==> src/rtl/cmbc_pkg.sv <==
// Shared types and constants for the color marker band centroid unit.
`timescale 1ns / 1ps

package cmbc_pkg;

   // Frame geometry limits.
   localparam int unsigned MAX_COLS = 2048;
   localparam int unsigned MAX_ROWS = 2048;

   // Field widths.
   localparam int unsigned COLOR_W = 8;
   localparam int unsigned POS_W   = 11;
   localparam int unsigned ROWS_W  = 12;
   localparam int unsigned LIM_W   = 13;  // wide enough for MAX_COLS and MAX_ROWS
   localparam int unsigned COUNT_W = 19;
   localparam int unsigned SUM_W   = 30;

   // Divider geometry.
   localparam int unsigned DIV_STEPS = SUM_W;
   localparam int unsigned DIV_CNT_W = $clog2(DIV_STEPS);

   // Band bounds: floor(k*rows/10) = (rows * k * ceil(2^16/10)) >> 16,
   // exact for k*rows below 16384.
   localparam int unsigned MULT_W   = 16;
   localparam int unsigned PROD_W   = ROWS_W + MULT_W;
   localparam logic [MULT_W-1:0] BAND_LO_MULT = MULT_W'(6 * 6554);
   localparam logic [MULT_W-1:0] BAND_HI_MULT = MULT_W'(7 * 6554);

   localparam logic [COUNT_W-1:0] COUNT_MAX = '1;

   // Register reset values.
   localparam logic [ROWS_W-1:0]  FRAME_ROWS_RST = ROWS_W'(480);
   localparam logic [COLOR_W-1:0] BLUE_MAX_RST   = COLOR_W'(200);
   localparam logic [COLOR_W-1:0] GREEN_MIN_RST  = COLOR_W'(170);
   localparam logic [COLOR_W-1:0] RED_MIN_RST    = COLOR_W'(170);

   // Configuration port.
   localparam int unsigned CSR_IDX_W  = 2;
   localparam int unsigned CSR_DATA_W = ROWS_W;

   typedef enum logic [CSR_IDX_W-1:0] {
      CSR_FRAME_ROWS = 2'd0,
      CSR_BLUE_MAX   = 2'd1,
      CSR_GREEN_MIN  = 2'd2,
      CSR_RED_MIN    = 2'd3
   } csr_index_type;

   // Stream payloads.
   localparam int unsigned REQ_DATA_W = 48;
   localparam int unsigned RSP_DATA_W = 48;

   // Divider control and status between the sequencer and the divider.
   typedef struct packed {
      logic                 start;
      logic [SUM_W-1:0]     dividend;
      logic [COUNT_W-1:0]   divisor;
   } div_req_type;

   typedef struct packed {
      logic                 done;
      logic [POS_W-1:0]     quotient;
   } div_rsp_type;

endpackage

==> src/rtl/cmbc_divider.sv <==
// Restoring divider, one quotient bit per cycle, shared by both centroid axes.
`timescale 1ns / 1ps

module cmbc_divider (
   input  logic                  clock,
   input  logic                  reset,
   input  cmbc_pkg::div_req_type div_req,
   output cmbc_pkg::div_rsp_type div_rsp
);

   logic                            busy_ff, busy_in;
   logic                            done_ff, done_in;
   logic [cmbc_pkg::DIV_CNT_W-1:0]  step_ff, step_in;
   logic [cmbc_pkg::COUNT_W:0]      rem_ff, rem_in;
   logic [cmbc_pkg::SUM_W-1:0]      quot_ff, quot_in;
   logic [cmbc_pkg::COUNT_W-1:0]    dvsr_ff, dvsr_in;

   logic [cmbc_pkg::COUNT_W:0]      rem_shift;
   logic [cmbc_pkg::COUNT_W:0]      rem_diff;

   // quot_ff holds the unshifted dividend bits at the top and the quotient
   // bits at the bottom as the division goes on.
   always_comb begin
      rem_shift = {rem_ff[cmbc_pkg::COUNT_W-1:0], quot_ff[cmbc_pkg::SUM_W-1]};
      rem_diff  = rem_shift - {1'b0, dvsr_ff};
   end

   always_comb begin
      busy_in = busy_ff;
      done_in = 1'b0;
      step_in = step_ff;
      rem_in  = rem_ff;
      quot_in = quot_ff;
      dvsr_in = dvsr_ff;
      if (div_req.start) begin
         busy_in = 1'b1;
         step_in = '0;
         rem_in  = '0;
         quot_in = div_req.dividend;
         dvsr_in = div_req.divisor;
      end else if (busy_ff) begin
         if (rem_shift >= {1'b0, dvsr_ff}) begin
            rem_in  = rem_diff;
            quot_in = {quot_ff[cmbc_pkg::SUM_W-2:0], 1'b1};
         end else begin
            rem_in  = rem_shift;
            quot_in = {quot_ff[cmbc_pkg::SUM_W-2:0], 1'b0};
         end
         step_in = step_ff + 1'b1;
         if (step_ff == cmbc_pkg::DIV_CNT_W'(cmbc_pkg::DIV_STEPS - 1)) begin
            busy_in = 1'b0;
            done_in = 1'b1;
         end
      end
   end

   always_ff @(posedge clock) begin
      if (reset) begin
         busy_ff <= 1'b0;
         done_ff <= 1'b0;
      end else begin
         busy_ff <= busy_in;
         done_ff <= done_in;
      end
      step_ff <= step_in;
      rem_ff  <= rem_in;
      quot_ff <= quot_in;
      dvsr_ff <= dvsr_in;
   end

   assign div_rsp.done     = done_ff;
   assign div_rsp.quotient = quot_ff[cmbc_pkg::POS_W-1:0];

endmodule

==> src/rtl/color_marker_band_centroid_unit.sv <==
// Top level of the color marker band centroid unit: sequencer, accumulators, output register.
`timescale 1ns / 1ps

//  Channel | Direction | Ports                                  | Contents
//  --------+-----------+----------------------------------------+------------------------------
//  req     | in        | req_tvalid/tready/tdata/tlast          | one pixel, tlast = frame end
//  rsp     | out       | rsp_tvalid/tready/tdata                | centroid and match count
//  csr     | in        | csr_wen/csr_index/csr_wdata            | frame_rows and color limits
//
// A pixel that does not end a frame passes through the accept cycle in ST_IDLE, then
// ST_BAND_LO and ST_BAND_HI, in which the shared multiplier works out the lower and upper
// band rows from frame_rows, and then ST_ACCUM, which tests the pixel and updates the sums.
// A pixel that ends a frame, when anything matched, then runs one pass of the bit-serial
// divider for each axis, in ST_DIV_X and ST_DIV_Y, before ST_EMIT loads the output register.
// With no match only that load follows. Reset is synchronous and active high; it restores
// the register reset values and clears the sums. req_tready is low while a pixel is in work.
// A stalled rsp side holds the finished result in the output register, and the sequencer
// waits for it only when the next result is ready to be loaded.

module color_marker_band_centroid_unit (
   input  logic                            clock,
   input  logic                            reset,

   // Pixel transactions.
   input  logic                            req_tvalid,
   output logic                            req_tready,
   // tdata from bit 0: blue[7:0], green[15:8], red[23:16], col_pos[34:24],
   // row_pos[45:35], zero fill[47:46].
   input  logic [cmbc_pkg::REQ_DATA_W-1:0] req_tdata,
   input  logic                            req_tlast,   // frame_end

   // Result transactions.
   output logic                            rsp_tvalid,
   input  logic                            rsp_tready,
   // tdata from bit 0: centroid_x[10:0], centroid_y[21:11], match_total[40:22],
   // zero fill[47:41].
   output logic [cmbc_pkg::RSP_DATA_W-1:0] rsp_tdata,

   // Configuration writes.
   input  logic                            csr_wen,
   input  logic [cmbc_pkg::CSR_IDX_W-1:0]  csr_index,
   input  logic [cmbc_pkg::CSR_DATA_W-1:0] csr_wdata
);

   typedef enum logic [2:0] {
      ST_IDLE,
      ST_BAND_LO,
      ST_BAND_HI,
      ST_ACCUM,
      ST_DIV_X,
      ST_DIV_Y,
      ST_EMIT
   } state_type;

   // Configuration registers.
   logic [cmbc_pkg::ROWS_W-1:0]  frame_rows_ff;
   logic [cmbc_pkg::COLOR_W-1:0] blue_max_ff;
   logic [cmbc_pkg::COLOR_W-1:0] green_min_ff;
   logic [cmbc_pkg::COLOR_W-1:0] red_min_ff;

   always_ff @(posedge clock) begin
      if (reset) begin
         frame_rows_ff <= cmbc_pkg::FRAME_ROWS_RST;
         blue_max_ff   <= cmbc_pkg::BLUE_MAX_RST;
         green_min_ff  <= cmbc_pkg::GREEN_MIN_RST;
         red_min_ff    <= cmbc_pkg::RED_MIN_RST;
      end else if (csr_wen) begin
         unique case (cmbc_pkg::csr_index_type'(csr_index))
            cmbc_pkg::CSR_FRAME_ROWS: frame_rows_ff <= csr_wdata;
            cmbc_pkg::CSR_BLUE_MAX:   blue_max_ff   <= csr_wdata[cmbc_pkg::COLOR_W-1:0];
            cmbc_pkg::CSR_GREEN_MIN:  green_min_ff  <= csr_wdata[cmbc_pkg::COLOR_W-1:0];
            cmbc_pkg::CSR_RED_MIN:    red_min_ff    <= csr_wdata[cmbc_pkg::COLOR_W-1:0];
            default: ;
         endcase
      end
   end

   // Sequencer state, captured pixel, band bounds, sums and output register.
   state_type                    state_ff, state_in;
   logic [cmbc_pkg::COLOR_W-1:0] blue_ff, green_ff, red_ff;
   logic [cmbc_pkg::POS_W-1:0]   col_ff, row_ff;
   logic                         last_ff;
   logic [cmbc_pkg::ROWS_W-1:0]  band_lo_ff, band_lo_in;
   logic [cmbc_pkg::ROWS_W-1:0]  band_hi_ff, band_hi_in;
   logic [cmbc_pkg::COUNT_W-1:0] hit_count_ff, hit_count_in;
   logic [cmbc_pkg::SUM_W-1:0]   col_sum_ff, col_sum_in;
   logic [cmbc_pkg::SUM_W-1:0]   row_sum_ff, row_sum_in;
   logic [cmbc_pkg::POS_W-1:0]   cx_ff, cx_in;
   logic                         rsp_valid_ff, rsp_valid_in;
   logic [cmbc_pkg::POS_W-1:0]   rsp_cx_ff, rsp_cx_in;
   logic [cmbc_pkg::POS_W-1:0]   rsp_cy_ff, rsp_cy_in;
   logic [cmbc_pkg::COUNT_W-1:0] rsp_total_ff, rsp_total_in;

   logic req_fire;
   assign req_fire   = req_tvalid && req_tready;
   assign req_tready = (state_ff == ST_IDLE);

   // Shared band multiplier: rows clamped to MAX_ROWS, times the scaled factor.
   logic [cmbc_pkg::ROWS_W-1:0] rows_clamped;
   logic [cmbc_pkg::MULT_W-1:0] band_mult;
   logic [cmbc_pkg::PROD_W-1:0] band_prod;

   always_comb begin
      if (cmbc_pkg::LIM_W'(frame_rows_ff) > cmbc_pkg::LIM_W'(cmbc_pkg::MAX_ROWS)) begin
         rows_clamped = cmbc_pkg::ROWS_W'(cmbc_pkg::MAX_ROWS);
      end else begin
         rows_clamped = frame_rows_ff;
      end
      band_mult = (state_ff == ST_BAND_HI) ? cmbc_pkg::BAND_HI_MULT : cmbc_pkg::BAND_LO_MULT;
      band_prod = cmbc_pkg::PROD_W'(rows_clamped) * cmbc_pkg::PROD_W'(band_mult);
   end

   // Pixel test.
   logic in_frame, in_band, color_ok, take_hit;
   always_comb begin
      in_frame = (cmbc_pkg::LIM_W'(col_ff) < cmbc_pkg::LIM_W'(cmbc_pkg::MAX_COLS)) &&
                 (cmbc_pkg::LIM_W'(row_ff) < cmbc_pkg::LIM_W'(cmbc_pkg::MAX_ROWS));
      in_band  = (cmbc_pkg::ROWS_W'(row_ff) >= band_lo_ff) &&
                 (cmbc_pkg::ROWS_W'(row_ff) < band_hi_ff);
      color_ok = (blue_ff <= blue_max_ff) && (green_ff >= green_min_ff) &&
                 (red_ff >= red_min_ff);
      take_hit = in_frame && in_band && color_ok && (hit_count_ff != cmbc_pkg::COUNT_MAX);
   end

   // Divider hookup.
   cmbc_pkg::div_req_type div_req;
   cmbc_pkg::div_rsp_type div_rsp;

   cmbc_divider u_divider (
      .clock   (clock),
      .reset   (reset),
      .div_req (div_req),
      .div_rsp (div_rsp)
   );

   logic out_free;
   assign out_free = !rsp_valid_ff || rsp_tready;

   always_comb begin
      state_in     = state_ff;
      band_lo_in   = band_lo_ff;
      band_hi_in   = band_hi_ff;
      hit_count_in = hit_count_ff;
      col_sum_in   = col_sum_ff;
      row_sum_in   = row_sum_ff;
      cx_in        = cx_ff;
      rsp_valid_in = rsp_valid_ff && !rsp_tready;
      rsp_cx_in    = rsp_cx_ff;
      rsp_cy_in    = rsp_cy_ff;
      rsp_total_in = rsp_total_ff;
      div_req.start    = 1'b0;
      div_req.dividend = col_sum_ff;
      div_req.divisor  = hit_count_ff;

      unique case (state_ff)
         ST_IDLE: begin
            if (req_fire) begin
               state_in = ST_BAND_LO;
            end
         end
         ST_BAND_LO: begin
            band_lo_in = band_prod[cmbc_pkg::PROD_W-1:cmbc_pkg::MULT_W];
            state_in   = ST_BAND_HI;
         end
         ST_BAND_HI: begin
            band_hi_in = band_prod[cmbc_pkg::PROD_W-1:cmbc_pkg::MULT_W];
            state_in   = ST_ACCUM;
         end
         ST_ACCUM: begin
            if (take_hit) begin
               hit_count_in = hit_count_ff + 1'b1;
               col_sum_in   = col_sum_ff + cmbc_pkg::SUM_W'(col_ff);
               row_sum_in   = row_sum_ff + cmbc_pkg::SUM_W'(row_ff);
            end
            if (!last_ff) begin
               state_in = ST_IDLE;
            end else if (hit_count_in == '0) begin
               cx_in    = '0;
               state_in = ST_EMIT;
            end else begin
               // The divider latches the sums as they stand after this pixel.
               div_req.start    = 1'b1;
               div_req.dividend = col_sum_in;
               div_req.divisor  = hit_count_in;
               state_in         = ST_DIV_X;
            end
         end
         ST_DIV_X: begin
            if (div_rsp.done) begin
               cx_in            = div_rsp.quotient;
               div_req.start    = 1'b1;
               div_req.dividend = row_sum_ff;
               div_req.divisor  = hit_count_ff;
               state_in         = ST_DIV_Y;
            end
         end
         ST_DIV_Y: begin
            if (div_rsp.done) begin
               state_in = ST_EMIT;
            end
         end
         ST_EMIT: begin
            if (out_free) begin
               rsp_valid_in = 1'b1;
               rsp_cx_in    = cx_ff;
               rsp_cy_in    = (hit_count_ff == '0) ? '0 : div_rsp.quotient;
               rsp_total_in = hit_count_ff;
               hit_count_in = '0;
               col_sum_in   = '0;
               row_sum_in   = '0;
               state_in     = ST_IDLE;
            end
         end
         default: state_in = ST_IDLE;
      endcase
   end

   always_ff @(posedge clock) begin
      if (reset) begin
         state_ff     <= ST_IDLE;
         hit_count_ff <= '0;
         col_sum_ff   <= '0;
         row_sum_ff   <= '0;
         rsp_valid_ff <= 1'b0;
      end else begin
         state_ff     <= state_in;
         hit_count_ff <= hit_count_in;
         col_sum_ff   <= col_sum_in;
         row_sum_ff   <= row_sum_in;
         rsp_valid_ff <= rsp_valid_in;
      end
      if (req_fire) begin
         blue_ff  <= req_tdata[7:0];
         green_ff <= req_tdata[15:8];
         red_ff   <= req_tdata[23:16];
         col_ff   <= req_tdata[34:24];
         row_ff   <= req_tdata[45:35];
         last_ff  <= req_tlast;
      end
      band_lo_ff   <= band_lo_in;
      band_hi_ff   <= band_hi_in;
      cx_ff        <= cx_in;
      rsp_cx_ff    <= rsp_cx_in;
      rsp_cy_ff    <= rsp_cy_in;
      rsp_total_ff <= rsp_total_in;
   end

   assign rsp_tvalid = rsp_valid_ff;
   assign rsp_tdata  = {7'd0, rsp_total_ff, rsp_cy_ff, rsp_cx_ff};

endmodule

==> config.mk <==
export PLATFORM = sky130hd
export DESIGN_NAME = color_marker_band_centroid_unit
export DESIGN_NICKNAME = d
export VERILOG_FILES = /design/src/rtl/cmbc_pkg.sv /design/src/rtl/cmbc_divider.sv /design/src/rtl/color_marker_band_centroid_unit.sv
export SDC_FILE = /design/constraint.sdc
export NUM_CORES = 1
export LEC_CHECK = 0
export BUFFER_PORTS_ARGS = -buffer_cell sky130_fd_sc_hd__buf_4
export CORE_MARGIN = 2
export CORE_UTILIZATION = 47
export CTS_CLUSTER_DIAMETER = 150
export DETAILED_ROUTE_END_ITERATION = 10
export PLACE_DENSITY = 0.74
export SYNTH_ARGS = -nofsm -noshare
export SYNTH_HDL_FRONTEND = slang
export SYNTH_SLANG_ARGS = --single-unit
==> constraint.sdc <==
create_clock -name clock -period 9.9 [get_ports clock]
set_input_delay 1.485 -clock clock [delete_from_list [all_inputs] [get_ports clock]]
set_output_delay 1.485 -clock clock [all_outputs]
set_load 0.02 [all_outputs]
Word-level counts from Yosys, hierarchy flattened --
Index checks and enable logic that the tools add are counted.
Operators by class: reduce and logical (&&, ||, !) cells 27, magnitude comparators 7, equal/unequal tests 18, muxes and demuxes 36, shift-type cells 0, div/mod/pow operators 0, $mul 1, add/subtract/negate cells 5, bitwise operators 1
Operators by type and width (count):
- two-way mux 30 bit | 5
- two-way mux 50 bit | 3
- one-hot mux 30 bit (2 select lines) | 2
- one-hot mux 50 bit (2 select lines) | 1
- two-way mux 19 bit | 4
- adder 30 x 11 -> 30 bit | 2
- zero test 19 bit | 2
- one-hot mux 19 bit (2 select lines) | 1
- two-way mux 11 bit | 3
- multiplier 12 x 16 -> 28 bit | 1
- one-hot mux 11 bit (2 select lines) | 1
- one-hot mux 3 bit (7 select lines) | 1
- greater-or-equal comparator 20 x 19 -> 1 bit | 1
- adder 19 x 1 -> 19 bit (second input constant) | 1
- inequality test 19 bit (second input constant) | 1
- subtractor 19 bit | 1
- greater-or-equal comparator 8 bit | 2
- two-way mux 3 bit | 5
- two-way mux 14 bit | 1
- greater-or-equal comparator 11 x 12 -> 1 bit | 1
- > comparator 12 bit (second input constant) | 1
- < comparator 11 x 12 -> 1 bit | 1
- two-way mux 12 bit | 1
- AND reduction 2 bit | 6
- other kinds (22) | 47
Word-level totals: output and inout port bits 50, word-level logic and storage cells 122, memories 0, register bits after elaboration 317, bits in read-only memories 0, bits of input ports 68, bits in writable memories 0, latch bits 0

Depth between registers and ports, before layout --
word-level depth 12, mapped depth 29, depth with buffers taken out 27

Hierarchy --
A second synthesis with hierarchy kept.
Unflattened totals: cells, all modules 2177, area total of the unflattened synthesis 20762.4 µm²
Modules (own cells, without submodules):
- color_marker_band_centroid_unit | times used 1, area an instance 16637.2 µm², cells each 1795
- cmbc_divider | times used 1, area an instance 4125.2 µm², cells each 382

Worst setup path after synthesis --
Ideal clock, no wire load.
path kind register to register, start point register state_ff[1], end point register band_hi_ff[11] (netlist bit), data pin, path buffers 2, path slack 2.832 ns, stages on the path, launching flop included 28, library setup time 0.264 ns, data arrival time 6.804 ns, cells stage by stage dfxtp_1 -> clkbuf_1 -> inv_1 -> or3_1 -> inv_1 -> clkbuf_1 -> nor2_1 -> fa_1 -> fa_1 -> inv_1 -> fa_1 -> inv_1 -> fa_1 -> inv_1 -> fa_1 -> inv_1 -> ha_1 -> a21o_1 -> a21o_1 -> a211oi_1 -> o31ai_1 -> o31ai_1 -> o21ai_0 -> o211a_1 -> o21a_1 -> o21a_1 -> nor2_1 -> xnor2_1
Between the ends: longest elaborated chain between the ends 3
RTL lines:
- from (decl) | line color_marker_band_centroid_unit.sv:79 | state_type state_ff, state_in;
- from (signal assigned) | line color_marker_band_centroid_unit.sv:226 | state_ff <= state_in;
- == test 3 x 2 -> 1 bit | line color_marker_band_centroid_unit.sv:109 | band_mult = (state_ff == ST_BAND_HI) ? cmbc_pkg::BAND_HI_MULT : cmbc_pkg::BAND_LO_MULT;
- two-way mux 14 bit | line color_marker_band_centroid_unit.sv:109
- multiplier 12 x 16 -> 28 bit | line color_marker_band_centroid_unit.sv:110 | band_prod = cmbc_pkg::PROD_W'(rows_clamped) * cmbc_pkg::PROD_W'(band_mult);
- named net band_prod, one bit | line color_marker_band_centroid_unit.sv:101 | logic [cmbc_pkg::PROD_W-1:0] band_prod;
- to (signal assigned) | line color_marker_band_centroid_unit.sv:241 | band_hi_ff <= band_hi_in;
- to (decl) | line color_marker_band_centroid_unit.sv:84 | logic [cmbc_pkg::ROWS_W-1:0] band_hi_ff, band_hi_in;
The timed path passes the listed nets, and every way through them passes these cells. A chain may end at the register's enable or synchronous reset.

Worst setup path in the final report --
start point register state_ff[1], end point register band_lo_ff[11] (netlist bit), data pin
Between the ends: longest elaborated chain between the ends 3
RTL lines:
- == test 3 x 2 -> 1 bit | line color_marker_band_centroid_unit.sv:109
- two-way mux 14 bit | line color_marker_band_centroid_unit.sv:109
- multiplier 12 x 16 -> 28 bit | line color_marker_band_centroid_unit.sv:110
- named net band_prod, one bit | line color_marker_band_centroid_unit.sv:101
- to (signal assigned) | line color_marker_band_centroid_unit.sv:240 | band_lo_ff <= band_lo_in;
- to (decl) | line color_marker_band_centroid_unit.sv:83 | logic [cmbc_pkg::ROWS_W-1:0] band_lo_ff, band_lo_in;
The timed path passes the listed nets, and every way through them passes these cells.

==> summary.md <==
| Metric | Value |
|---|---|
| I/O pin count | roughly 120 |
| Post-route ant nets | 0 |
| Max-slew headroom | 22.69% |
| # fillers | about 3700 |
| Htree depth | 2 |
| Startpoint Class | register |
| Non-Filler Instances | roughly 2700 |
| Combinational share of power | 48.2% |
| DP Area | 21240 µm² |
| Ys Warns | 0 |
| Post-synthesis area per instance | a little under 10 µm² |
| Worst r2r src | state_ff[1]$_SDFFE_PP0P_ |
| Run status | complete, no violations |
| Vias in the first global route | 15330 |
| Synth Cell Area | 20040 µm² |
| Final GP Congestion | 0.9015 |
| M1 WL | 20990 µm |
| Setup Skew | 0.02301 ns |
| Setup tns final | 0 ns |
| Die span in y | roughly 210 µm |
| Final Cycle Share | 81.21% |
| Required @ worst endpoint | approximately 10 ns |
| Reg2reg path depth | 25 |
| Post-synth top area cell | edfxtp_1 |
| First-pass GRT wire length | 79120 µm |
| Die X | 210.5 µm |
| Via count | 15380 |
| Routed len/inst | 17.72 µm |
| Worst VDD drop | 0.6438 mV |
| Adder-cell share of the synthesized area | 18.53% |
| Crit Path Category | reg -> reg |
| Length of routed met3 wiring | 3568 µm |
| FMAX | 0.1244 GHz |
| Largest family of logic cells by synthesized area | adder cells |
| Pwr Density | 278.4 nW/µm² |
| RSZ-0062 raised after global routing | false |
| Final hold viol count | 0 |
| Hold Path Class | reg -> reg |
| Die area | roughly 44000 µm² |
| Area grow syn2layout | 12.25% |
| Peak fanout along the critical path | 24 |
| Arr. time, crit path | approximately 8.3 ns |
| R2r setup slk | between 1.5 and 2 ns |
| Initial antenna violation count | 1 |
| DP HPWL | between 30000 and 40000 µm |
| Routed vias/inst | 5.640 |
| 1st-pass router iterations | 6 |
| EDFF count, synth | 172 |
| Sink Count | around 320 |
| Clk pwr share | roughly 23% |
| Minimum clock period | about 8.0 ns |
| Critical Path End Type | register |
| Max layer used | met4 |
| Mux contribution to synthesized area | 2.042% |
| Net Sw Frac | 38.95% |
| Yosys reg bits | 317 |
| Post-CTS setup buffer count | 0 |
| Post-synthesis simple-gate area fraction | 15.99% |
| Sw power | 2.439 mW |
| DRC viols | 0 |
| PortBufs | 108 |
| Worst skew pair latency | 0.56 ns |
| Share of layout cells above drive strength 1 | a little over a tenth |
| Largest net degree at the start of global routing | 86 |
| P_leak | 9.496 nW |
| Pwr Total | between 6 and 7 mW |
| Synth Instances | 2086 |
| HP Start | cx_ff[8]$_SDFFCE_PN0P_ |
| Clk slew on worst S/H paths | roughly 0.060 ns |
| Slew Limit Fails | 0 |
| Synth Area in XOR/XNOR | between 3 and 4% |
| Number of max-cap violations | 0 |
| Post-cts hold buffer count | 0 |
| Synth top cells by count | 234 x inv_1, 204 x nor2_1, 188 x nand2_1, 172 x edfxtp_1, 164 x ha_1 |
| Multi-input logic area | about 11000 µm² |
| Hold endpoint | rsp_cx_ff[8]$_DFFE_PP_ |
| Number of buffers created by CTS | 37 |
| Starting Density | 47.66% |
| Final instance area | 22490 µm² |
| Top FF cell, synth | edfxtp_1 |
| Hold path cells | 0 |
| Grt ovf | 0 |
| Seq/Total Area, Yosys | 40.27% |
| WL met2 | roughly 22000 µm |
| Resized Gates After CTS | 0 |
| Cell internal pwr | between 3 and 4 mW |
| # nets final | 2473 |
| Gr usage total | approximately 22% |
| Synth Area in Compound Gates | 12.46% |
| Post-synthesis cell type count | 87 |
| Storage cell area | 8068 µm² |
| Placed Instances | roughly 2700 |
| Count leader, synth | inv_1 |
| DRT iter0 DRCs | 1175 |
| CTS tree | done |
| Slew @ Worst Pin | 1.151 ns |
| Ranking of synthesized cells by area | edfxtp_1 26%, dfxtp_1 14%, ha_1 10%, fa_1 8.3%, inv_1 4.4% |
| Top-area cell type share of the netlist area | 25.78% |
| N_diodes | 0 |
| CTS root buf | clkbuf_16 |
| Longest Clk Path Bufs | 3 |
| Reg power frac | 29.3% |
| Core area | 42040 µm² |
| FF-to-FF End | band_lo_ff[11]$_DFFE_PP_ |
| Final setup fails | 0 |
| Total Routed Length | 48310 µm |
| Site Rows | 75 |
| Share of synthesized registers carrying an async set or reset | 0% |
## cells by family after synthesis
kind of cell             count (synthesis)
adder cells (fa/ha/maj)                247
buffers and inverters                  341
multiplexers                            40
other                                    2
flip-flops                             317
AND/OR/NAND/NOR                        671
AO/OA/AOI/OAI                          378
XOR/XNOR                                90
## placed cells by master, fill, tap and decap left out, types with 10 or more instances in the layout
cell / n
fa_1: 83
nand2_1: 188
or3_1: 13
o21ai_0: 66
nor4_1: 15
and3_1: 28
a31oi_1: 25
nor2b_1: 26
nor3_1: 32
inv_1: 234
ha_1: 164
dfxtp_1: 145
a311oi_1: 10
a21o_1: 16
xnor2_1: 59
a211oi_2: 10
xor2_1: 31
o211ai_1: 15
conb_1: 13
o21a_1: 10
clkbuf_16: 39
nand3b_1: 10
and2_1: 22
nand3_1: 72
mux2i_1: 33
nor2_1: 204
edfxtp_1: 172
o22ai_1: 14
buf_4: 126
a21oi_1: 113
a211oi_1: 22
nand4_1: 18
## power groups by stage
stage	Combinational (mW)	Clock (mW)	Sequential (mW)
floorplan	2.31	0	1.82
global placement	2.89	0	1.86
detailed placement	3.02	0	1.86
CTS	3.05	1.43	1.84
global route	3.52	1.48	1.85
finish	3.02	1.41	1.84
## metal layers
metal | vias up | global-route usage [%]
met4 | 0 | 8.329
met3 | 103 | 4.410
met1 | 7364 | 29.61
li1 | 7365 | -
met2 | 543 | 36.14
met5 | - | 0
## registers in the layout, summed over array words and instances (netlist names), 11 cells and up
signal and flops:
col_sum_ff 30, row_sum_ff 30, u_divider.quot_ff 30, hit_count_ff 19, rsp_total_ff 19, u_divider.dvsr_ff 19, u_divider.rem_ff 19, band_hi_ff 12
band_lo_ff 12, frame_rows_ff 12, col_ff 11, cx_ff 11, row_ff 11, rsp_cx_ff 11, rsp_cy_ff 11
## how the worst max path moves through the flow
stage	end	cells past startpoint	slack, ns	start
after global placement	band_hi_ff[11]$_DFFE_PP_	25	2.12	state_ff[1]$_SDFFE_PP0P_
after CTS	band_hi_ff[11]$_DFFE_PP_	25	1.88	state_ff[1]$_SDFFE_PP0P_
after floorplan	band_hi_ff[11]$_DFFE_PP_	27	2.83	state_ff[1]$_SDFFE_PP0P_
after global routing	band_lo_ff[11]$_DFFE_PP_	25	1.28	state_ff[1]$_SDFFE_PP0P_
after detailed placement	band_hi_ff[11]$_DFFE_PP_	25	1.92	state_ff[1]$_SDFFE_PP0P_
final	band_lo_ff[11]$_DFFE_PP_	25	1.86	state_ff[1]$_SDFFE_PP0P_
## layout make-up
| type | instances | area share (%) |
|---|---|---|
| multi-input cells | 1439 | 47.40 |
| clock buffers | 46 | 4.590 |
| inverters | 237 | 3.955 |
| clock inverters | 22 | 0.9736 |
| flip-flops and latches | 317 | 35.87 |
| well taps | 539 | 2.999 |
| repair buffers | 126 | 4.206 |
## through the flow
stage | setup WS, ns | util (%) | hold slack [ns]
finish | 1.861 | 53.50 | 0.4177
global route | 1.284 | 53.50 | 0.4275
global placement | 2.121 | 50.52 | 0.4064
detailed placement | 1.921 | 50.52 | 0.4045
CTS | 1.878 | 53.50 | 0.4186
floorplan | 2.832 | - | 0.4003
## critical path, stage by stage, from the launching register on
cell	delay (ns)
dfxtp_1	0.52
inv_1	0.14
or3_1	0.55
inv_1	0.75
nand2_1	0.19
inv_1	0.12
nor2_1	0.06
ha_1	0.40
fa_1	0.53
fa_1	0.52
fa_1	0.58
inv_1	0.08
fa_1	0.53
inv_1	0.04
ha_1	0.30
a21o_1	0.16
a21o_1	0.18
a211oi_1	0.23
o31ai_1	0.18
o31ai_1	0.40
o21ai_0	0.35
o211a_1	0.34
o21a_1	0.20
o21a_1	0.19
nor2_1	0.11
xnor2_1	0.09
(Power assumes the default switching activity.)
